File: config.mk
export PLATFORM = sky130hd
export DESIGN_NAME = bmr_ctrl
export DESIGN_NICKNAME = d
export VERILOG_FILES = /design/src/design/bmr_pkg.sv /design/src/design/bmr_ctrl.sv
export SDC_FILE = /design/constraint.sdc
export NUM_CORES = 1
export LEC_CHECK = 0
export BUFFER_PORTS_ARGS = -buffer_cell sky130_fd_sc_hd__buf_2
export CORE_ASPECT_RATIO = 1.4
export CORE_MARGIN = 2
export CORE_UTILIZATION = 58
export CTS_CLUSTER_DIAMETER = 60
export DETAILED_ROUTE_END_ITERATION = 16
export PLACE_DENSITY_LB_ADDON = 0.25
export SLEW_MARGIN = 20
export SYNTH_ARGS = -nofsm -noshare
export SYNTH_HDL_FRONTEND = slang
export SYNTH_SLANG_ARGS = --single-unit
File: constraint.sdc
create_clock -name clk_i -period 2.78 [get_ports clk_i]
set_clock_uncertainty 0.15 [all_clocks]
set_input_delay 0.139 -clock clk_i [delete_from_list [all_inputs] [get_ports clk_i]]
set_output_delay 0.139 -clock clk_i [all_outputs]
set_load 0.03 [all_outputs]
File: src/design/bmr_pkg.sv
// ----------------------------------------------------------------------------
// bmr_pkg
// Shared types, constants and the step microprogram of the bicycle model
// rollout.
// ----------------------------------------------------------------------------
package bmr_pkg;

  localparam int HORIZON_DEF      = 20;
  localparam int CORDIC_ITERS_DEF = 24;

  localparam int NCFG   = 7;
  localparam int NIN    = 7;
  localparam int NSTATE = 5;
  localparam int NREGS  = 32;
  localparam int RAW    = 5;
  localparam int DW     = 64;

  // configuration register indexes
  localparam logic [2:0] CFG_FRONT = 3'd0;
  localparam logic [2:0] CFG_REAR  = 3'd1;
  localparam logic [2:0] CFG_MASS  = 3'd2;
  localparam logic [2:0] CFG_LF    = 3'd3;
  localparam logic [2:0] CFG_LR    = 3'd4;
  localparam logic [2:0] CFG_IZ    = 3'd5;
  localparam logic [2:0] CFG_DT    = 3'd6;

  // working register file slots
  localparam logic [4:0] R_B     = 5'd0;
  localparam logic [4:0] R_H     = 5'd1;
  localparam logic [4:0] R_R     = 5'd2;
  localparam logic [4:0] R_X     = 5'd3;
  localparam logic [4:0] R_Y     = 5'd4;
  localparam logic [4:0] R_STEER = 5'd5;
  localparam logic [4:0] R_V     = 5'd6;
  localparam logic [4:0] R_KCF   = 5'd7;
  localparam logic [4:0] R_KCR   = 5'd8;
  localparam logic [4:0] R_MASS  = 5'd9;
  localparam logic [4:0] R_LF    = 5'd10;
  localparam logic [4:0] R_LR    = 5'd11;
  localparam logic [4:0] R_IZ    = 5'd12;
  localparam logic [4:0] R_DT    = 5'd13;
  localparam logic [4:0] R_KCFL  = 5'd14;
  localparam logic [4:0] R_KCRL  = 5'd15;
  localparam logic [4:0] R_ZERO  = 5'd16;
  localparam logic [4:0] R_T0    = 5'd17;
  localparam logic [4:0] R_T1    = 5'd18;
  localparam logic [4:0] R_EF    = 5'd19;
  localparam logic [4:0] R_ER    = 5'd20;
  localparam logic [4:0] R_FR    = 5'd21;
  localparam logic [4:0] R_DB    = 5'd22;
  localparam logic [4:0] R_DR    = 5'd23;
  localparam logic [4:0] R_SB    = 5'd24;
  localparam logic [4:0] R_CB    = 5'd25;
  localparam logic [4:0] R_SH    = 5'd26;
  localparam logic [4:0] R_CH    = 5'd27;
  localparam logic [4:0] R_VT    = 5'd28;
  localparam logic [4:0] R_DX    = 5'd29;
  localparam logic [4:0] R_DY    = 5'd30;

  localparam logic [5:0] STEP_START = 6'd2;
  localparam logic [5:0] LAST_PC    = 6'd42;

  localparam logic [63:0] SMAX  = 64'h7FFF_FFFF_FFFF_FFFF;
  localparam logic [63:0] NSMAX = 64'h8000_0000_0000_0001;

  localparam logic [35:0] Q30_PI      = 36'd3373259426;
  localparam logic [35:0] Q30_TWO_PI  = 36'd6746518852;
  localparam logic [35:0] Q30_HALF_PI = 36'd1686629713;
  localparam logic [35:0] Q30_GAIN    = 36'd652032874;

  typedef enum logic [2:0] {
    OP_ADD,
    OP_SUB,
    OP_SATADD,
    OP_MUL,
    OP_DIV,
    OP_SINCOS
  } op_e;

  typedef struct packed {
    op_e        op;
    logic [4:0] dst;
    logic [4:0] a;
    logic [4:0] b;
  } uop_t;

  typedef struct packed {
    logic       capture;
    logic       ld_we;
    logic [4:0] ld_idx;
    logic [4:0] rd_a;
    logic [4:0] rd_b;
    logic       start;
    op_e        op;
    logic       wr0;
    logic       wr1;
    logic [4:0] wr_addr;
    logic       emit;
    logic [6:0] step;
    logic       bad;
    logic       last;
  } cmd_t;

  typedef struct packed {
    logic unit_done;
    logic speed_bad;
    logic out_free;
  } sts_t;

  function automatic logic [31:0] cfg_reset(input logic [2:0] idx);
    logic [31:0] v;
    case (idx)
      CFG_MASS: v = 32'd65536;
      CFG_IZ:   v = 32'd65536;
      CFG_DT:   v = 32'd6554;
      default:  v = 32'd0;
    endcase
    return v;
  endfunction

  function automatic uop_t mk(input op_e op, input logic [4:0] dst, input logic [4:0] a,
                              input logic [4:0] b);
    uop_t u;
    u.op = op; u.dst = dst; u.a = a; u.b = b;
    return u;
  endfunction

  // setup at 0..1, one Euler step from STEP_START to LAST_PC
  function automatic uop_t ucode(input logic [5:0] pc);
    uop_t u;
    case (pc)
      6'd0:  u = mk(OP_MUL,    R_KCFL, R_KCF,   R_LF);
      6'd1:  u = mk(OP_MUL,    R_KCRL, R_KCR,   R_LR);
      6'd2:  u = mk(OP_MUL,    R_T0,   R_LF,    R_R);
      6'd3:  u = mk(OP_DIV,    R_T0,   R_T0,    R_V);
      6'd4:  u = mk(OP_SUB,    R_T1,   R_STEER, R_B);
      6'd5:  u = mk(OP_SUB,    R_EF,   R_T1,    R_T0);
      6'd6:  u = mk(OP_MUL,    R_T0,   R_LR,    R_R);
      6'd7:  u = mk(OP_DIV,    R_T0,   R_T0,    R_V);
      6'd8:  u = mk(OP_SUB,    R_T1,   R_ZERO,  R_B);
      6'd9:  u = mk(OP_ADD,    R_ER,   R_T1,    R_T0);
      6'd10: u = mk(OP_MUL,    R_T0,   R_KCF,   R_EF);
      6'd11: u = mk(OP_DIV,    R_T0,   R_T0,    R_MASS);
      6'd12: u = mk(OP_DIV,    R_FR,   R_T0,    R_V);
      6'd13: u = mk(OP_MUL,    R_T0,   R_KCR,   R_ER);
      6'd14: u = mk(OP_DIV,    R_T0,   R_T0,    R_MASS);
      6'd15: u = mk(OP_DIV,    R_T0,   R_T0,    R_V);
      6'd16: u = mk(OP_ADD,    R_T1,   R_FR,    R_T0);
      6'd17: u = mk(OP_SUB,    R_DB,   R_T1,    R_R);
      6'd18: u = mk(OP_MUL,    R_T0,   R_KCFL,  R_EF);
      6'd19: u = mk(OP_DIV,    R_T0,   R_T0,    R_IZ);
      6'd20: u = mk(OP_MUL,    R_T1,   R_KCRL,  R_ER);
      6'd21: u = mk(OP_DIV,    R_T1,   R_T1,    R_IZ);
      6'd22: u = mk(OP_SUB,    R_DR,   R_T0,    R_T1);
      6'd23: u = mk(OP_SINCOS, R_SB,   R_B,     R_B);
      6'd24: u = mk(OP_SINCOS, R_SH,   R_H,     R_H);
      6'd25: u = mk(OP_DIV,    R_T0,   R_SB,    R_CB);
      6'd26: u = mk(OP_MUL,    R_VT,   R_V,     R_T0);
      6'd27: u = mk(OP_MUL,    R_T0,   R_V,     R_CH);
      6'd28: u = mk(OP_MUL,    R_T1,   R_VT,    R_SH);
      6'd29: u = mk(OP_SUB,    R_DX,   R_T0,    R_T1);
      6'd30: u = mk(OP_MUL,    R_T0,   R_V,     R_SH);
      6'd31: u = mk(OP_MUL,    R_T1,   R_VT,    R_CH);
      6'd32: u = mk(OP_ADD,    R_DY,   R_T0,    R_T1);
      6'd33: u = mk(OP_MUL,    R_T0,   R_DB,    R_DT);
      6'd34: u = mk(OP_SATADD, R_B,    R_B,     R_T0);
      6'd35: u = mk(OP_MUL,    R_T0,   R_R,     R_DT);
      6'd36: u = mk(OP_SATADD, R_H,    R_H,     R_T0);
      6'd37: u = mk(OP_MUL,    R_T0,   R_DR,    R_DT);
      6'd38: u = mk(OP_SATADD, R_R,    R_R,     R_T0);
      6'd39: u = mk(OP_MUL,    R_T0,   R_DX,    R_DT);
      6'd40: u = mk(OP_SATADD, R_X,    R_X,     R_T0);
      6'd41: u = mk(OP_MUL,    R_T0,   R_DY,    R_DT);
      6'd42: u = mk(OP_SATADD, R_Y,    R_Y,     R_T0);
      default: u = mk(OP_ADD, R_T1, R_ZERO, R_ZERO);
    endcase
    return u;
  endfunction

  function automatic logic [35:0] cordic_atan(input logic [4:0] i);
    logic [35:0] t;
    case (i)
      5'd0:  t = 36'd843314857;
      5'd1:  t = 36'd497837829;
      5'd2:  t = 36'd263043837;
      5'd3:  t = 36'd133525159;
      5'd4:  t = 36'd67021687;
      5'd5:  t = 36'd33543516;
      5'd6:  t = 36'd16775851;
      5'd7:  t = 36'd8388437;
      5'd8:  t = 36'd4194283;
      5'd9:  t = 36'd2097149;
      5'd10: t = 36'd1048576;
      5'd31: t = 36'd0;
      default: t = 36'd1 << (5'd30 - i);
    endcase
    return t;
  endfunction

  function automatic logic [63:0] mag64(input logic [63:0] v);
    return v[63] ? (~v + 64'd1) : v;
  endfunction

  // clamp a 65-bit sum to +-SMAX
  function automatic logic [63:0] sat_add(input logic [64:0] s);
    logic [63:0] r;
    if (!s[64] && s[63]) r = SMAX;
    else if (s[64] && (!s[63] || s[62:0] == 63'd0)) r = NSMAX;
    else r = s[63:0];
    return r;
  endfunction

  function automatic logic [63:0] sat32x(input logic [63:0] v);
    logic [63:0] r;
    if (!v[63] && v[62:31] != 32'd0) r = 64'h0000_0000_7FFF_FFFF;
    else if (v[63] && v[62:31] != 32'hFFFF_FFFF) r = 64'hFFFF_FFFF_8000_0000;
    else r = v;
    return r;
  endfunction

  function automatic logic [63:0] signed_of(input logic [63:0] m, input logic neg);
    logic [63:0] c;
    c = m[63] ? SMAX : m;
    return neg ? (~c + 64'd1) : c;
  endfunction

endpackage

File: src/design/bmr_ctrl.sv
// ----------------------------------------------------------------------------
// bmr_ctrl
// Controller: takes an item, loads the register file, walks the step
// microprogram HORIZON times and hands each step's state to the output.
// ----------------------------------------------------------------------------
module bmr_ctrl #(
  parameter int HORIZON = bmr_pkg::HORIZON_DEF
) (
  input  logic          clk_i,
  input  logic          rst_ni,
  input  logic          in_valid_i,
  output logic          in_ready_o,
  output bmr_pkg::cmd_t cmd_o,
  input  bmr_pkg::sts_t sts_i
);
  import bmr_pkg::*;

  typedef enum logic [3:0] {
    S_IDLE, S_CHECK, S_LOAD, S_ISSUE, S_START, S_WAIT, S_WR, S_WR2, S_EMIT
  } state_e;

  state_e     state_q;
  logic [5:0] pc_q;
  logic [4:0] lcnt_q;
  logic [6:0] step_q;
  logic       bad_q;
  uop_t       uop;
  logic       last_step;

  assign uop       = ucode(pc_q);
  assign last_step = bad_q || (step_q == 7'(HORIZON));

  always_ff @(posedge clk_i or negedge rst_ni) begin
    if (!rst_ni) begin
      state_q <= S_IDLE;
      pc_q    <= '0;
      lcnt_q  <= '0;
      step_q  <= '0;
      bad_q   <= 1'b0;
    end else begin
      case (state_q)
        S_IDLE: begin
          if (in_valid_i) state_q <= S_CHECK;
        end
        S_CHECK: begin
          step_q <= '0;
          lcnt_q <= '0;
          bad_q  <= sts_i.speed_bad;
          state_q <= sts_i.speed_bad ? S_EMIT : S_LOAD;
        end
        S_LOAD: begin
          lcnt_q <= lcnt_q + 5'd1;
          if (lcnt_q == R_ZERO) begin
            pc_q    <= '0;
            state_q <= S_ISSUE;
          end
        end
        S_ISSUE: state_q <= S_START;
        S_START: state_q <= S_WAIT;
        S_WAIT: begin
          if (sts_i.unit_done) state_q <= S_WR;
        end
        S_WR, S_WR2: begin
          if (state_q == S_WR && uop.op == OP_SINCOS) begin
            state_q <= S_WR2;
          end else if (pc_q == LAST_PC) begin
            step_q  <= step_q + 7'd1;
            state_q <= S_EMIT;
          end else begin
            pc_q    <= pc_q + 6'd1;
            state_q <= S_ISSUE;
          end
        end
        S_EMIT: begin
          if (sts_i.out_free) begin
            if (last_step) begin
              state_q <= S_IDLE;
            end else begin
              pc_q    <= STEP_START;
              state_q <= S_ISSUE;
            end
          end
        end
        default: state_q <= S_IDLE;
      endcase
    end
  end

  always_comb begin
    in_ready_o      = (state_q == S_IDLE);
    cmd_o           = '0;
    cmd_o.op        = uop.op;
    cmd_o.rd_a      = uop.a;
    cmd_o.rd_b      = uop.b;
    cmd_o.ld_idx    = lcnt_q;
    cmd_o.step      = bad_q ? 7'd0 : step_q;
    cmd_o.bad       = bad_q;
    cmd_o.last      = last_step;
    cmd_o.wr_addr   = uop.dst;
    cmd_o.capture   = (state_q == S_IDLE) && in_valid_i;
    cmd_o.ld_we     = (state_q == S_LOAD);
    cmd_o.start     = (state_q == S_START);
    cmd_o.wr0       = (state_q == S_WR);
    cmd_o.wr1       = (state_q == S_WR2);
    if (state_q == S_WR2) cmd_o.wr_addr = uop.dst + 5'd1;
    cmd_o.emit      = (state_q == S_EMIT) && sts_i.out_free;
  end

endmodule

==> metrics.cfg <==
[worst_setup_path]
end_kind=output pin
crit_family=compound AO/OA/AOI/OAI gates
crit_chain=buf_6 -> ha_1 -> and2b_4 -> o21ai_1 -> a21o_1 -> a21oi_2 -> inv_1 -> ha_2 -> nor2_1 -> a21oi_1 -> buf_4
cp-start-kind=flip-flop
cp_max_fo=8
r2r_start=pc_q[1]$_DFFE_PN0P_
path_buf_inv=3
worstSetupStartpoint=pc_q[1]$_DFFE_PN0P_
max_stage_delay_ps=410
arrival_ps=2400
critical_path_required_ps=2490
critPathSlowestCell=dfrtp_1
criticalPathCategory=flip-flop to output pin

[hold_path]
hold_class=input pin to asynchronous set/reset pin

[timing]
worst_pin_slew_ps=521
slew_headroom_pct=65.3
hold_viol=0
finalSetupTns_ps=0
finalMaxSlewViolations=0
setup_violations=0
period_share_pct=96.8
rsz0062_at_grt=yes
min_period_ps=2690
hold_ws_ps=218
fin_ws_ps=87.7
fmax_mhz=371

[synth]
avgSynthCellArea_um2=7.52
async_flop_share_pct=100
yosys.cell_types.count=72
ys_seq_area_share_pct=20.4
synth_area_leaders=dfrtp_1 20%, ha_1 6.7%, nand2_1 5.7%
yosys_most_used_dff=dfrtp_1
yosysTopAreaCell=dfrtp_1
synth.top_cell.area_share_pct=20.4
synthCells=375
synth_warnings=0
syn_area_mm2=0.00282
synth.net_count=396
synth_edf_count=0
synth-seq-cells=23

[cells_and_area]
diodes=0
syn2layout_area_growth_pct=18.9
utilization_pct=70.4
final_area_mm2=0.00335
regArea_um2=577
layout-drive-gt1-share_pct=27.8
stdcell_count=485
multi_input_area_mm2=0.00210
nets=443
nFillCells=430

[detailed_routing]
wl_met1_um=3310
wl_per_cell_um=17.9
viasPerCell=6.23
drt_wl_total_um=8660
drt_first_pass_iters=5
highest_layer=met4
num_vias=3022
drt_iter0_drc=419
antenna_left=0
wl_met3_um=537
drc=0
routed-wl-met2_um=4210

[grt]
grt_pass1_wl_um=13800
antenna_found_initial=0
grt_max_degree=47
grt_overflow=0
grt_usage_pct=31.5
grt_pass1_vias=2820

[cts]
clock_sinks=23
root_buffer=clkbuf_8
path_clk_slew_ps=90
cts_tree=built
cts.path.max_buffers=2
htree_levels=1
numCtsBuffers=3
clkLatencyLatePin_ps=270

[floorplan]
io_pins=45
initial_core_util_pct=59.2
die_x_um=62.9
fp.dieH_um=86.5
core_mm2=0.00477
dieArea_mm2=0.00545
rows=30

[power_and_ir_drop]
power.density_mw_per_mm2=932
p_leak_nw=1.44
power_mw=3.13
ir_worst_vdd_mv=0.606

[place]
dp_hpwl_um=6190
portBuffers=44
placed_cells=468
gp_congestion=0.998
dpl_worst_slack_ps=210
placed_cell_area_mm2=0.00308

[run_status]
status=finished, final reports clean

[run]
maxCapViolCount=0

layout make-up:
type	count	area share (%)
clock buffer	3	1.23
clock inverter	1	0.149
inverter	16	1.86
multi-input combinational	304	62.7
sequential	23	17.2
tap	64	2.39
timing repair buffer	74	14.4
kinds of logic (layout without fill, tap and decap cells):
kind of cell | Yosys count | after routing | share of synthesized area, %
AO/OA/AOI/OAI | 117 | 117 | 28.3
XOR/XNOR | 12 | 12 | 4.26
adder cells (fa/ha/maj) | 15 | 15 | 6.65
buffers and inverters | 48 | 94 | 9.05
flip-flops | 23 | 23 | 20.4
multiplexers | 8 | 8 | 2.93
AND/OR/NAND/NOR | 152 | 152 | 28.4
worst paths after layout:
kind	endpoint	slack, ps	cells after the start
worst max register to register	pc_q[0]$_DFFE_PN0P_	350	9
worst min register to register	lcnt_q[2]$_DFFE_PN0P_	410	1
max in group asynchronous	pc_q[3]$_DFFE_PN0P_	1880	2
min in group clk_i	state_q[0]$_DFFE_PN0P_	350	7
worst min-delay path	step_q[5]$_DFFE_PN0P_	220	2
worst max-delay path	cmd_o[11]	90	11
cell usage in the layout (no fill, tap or decap), types with 3 or more instances in the layout:
| master | n |
|---|---|
| nand2_1 | 42 |
| a211oi_1 | 7 |
| buf_4 | 24 |
| nor3_1 | 14 |
| o21ai_0 | 30 |
| a22oi_1 | 3 |
| nor2b_1 | 12 |
| o22ai_1 | 5 |
| clkbuf_8 | 3 |
| a31oi_1 | 4 |
| nand2b_1 | 7 |
| a21oi_2 | 3 |
| o31ai_1 | 4 |
| o211ai_1 | 4 |
| buf_2 | 42 |
| dfrtp_1 | 22 |
| inv_1 | 13 |
| nand4_1 | 5 |
| mux2i_1 | 6 |
| dlygate4sd3_1 | 4 |
| buf_6 | 3 |
| a21oi_1 | 26 |
| ha_1 | 11 |
| nand3_1 | 5 |
| xor2_1 | 7 |
| nand3b_1 | 6 |
| o21ai_1 | 5 |
| nor2_1 | 36 |
| and3_1 | 3 |
cell usage after synthesis, types with 8 or more instances:
| cell | instances |
|---|---|
| clkbuf_1 | 8 |
| ha_1 | 15 |
| xor2_1 | 8 |
| nor2_1 | 36 |
| nor2b_1 | 12 |
| buf_2 | 12 |
| nor3_1 | 14 |
| o21ai_0 | 31 |
| inv_1 | 15 |
| nand2_1 | 43 |
| a21oi_1 | 29 |
| dfrtp_1 | 23 |
flip-flops by register name, indices dropped and copies added, names as in the netlist:
register,count
pc_q,6
lcnt_q,5
step_q,7
state_q,4
bad_q,1
where the power goes:
group          internal (mW)  switching (mW)
registers              0.397           0.129
logic                  0.931            1.45
clock network          0.100           0.115
total                   1.43            1.70
per-layer routing:
layer	GRT usage, %	up-vias
met5	0	-
met4	21.8	0
met3	3.12	49
met2	54.4	150
met1	36.7	1392
li1	-	1431
what timing repair did:
| action | 4_1_cts | 5_1_grt |
|---|---|---|
| resized for setup | 5 | 24 |
| endpoints found under the setup margin | 3 | 8 |
| hold endpoints to repair | 26 | 0 |
| setup buffers | 1 | 8 |
| pin swaps | 2 | 4 |
| hold buffers | 4 | 0 |
| gates cloned | 0 | 0 |
Power figures use the tool's default switching activity.
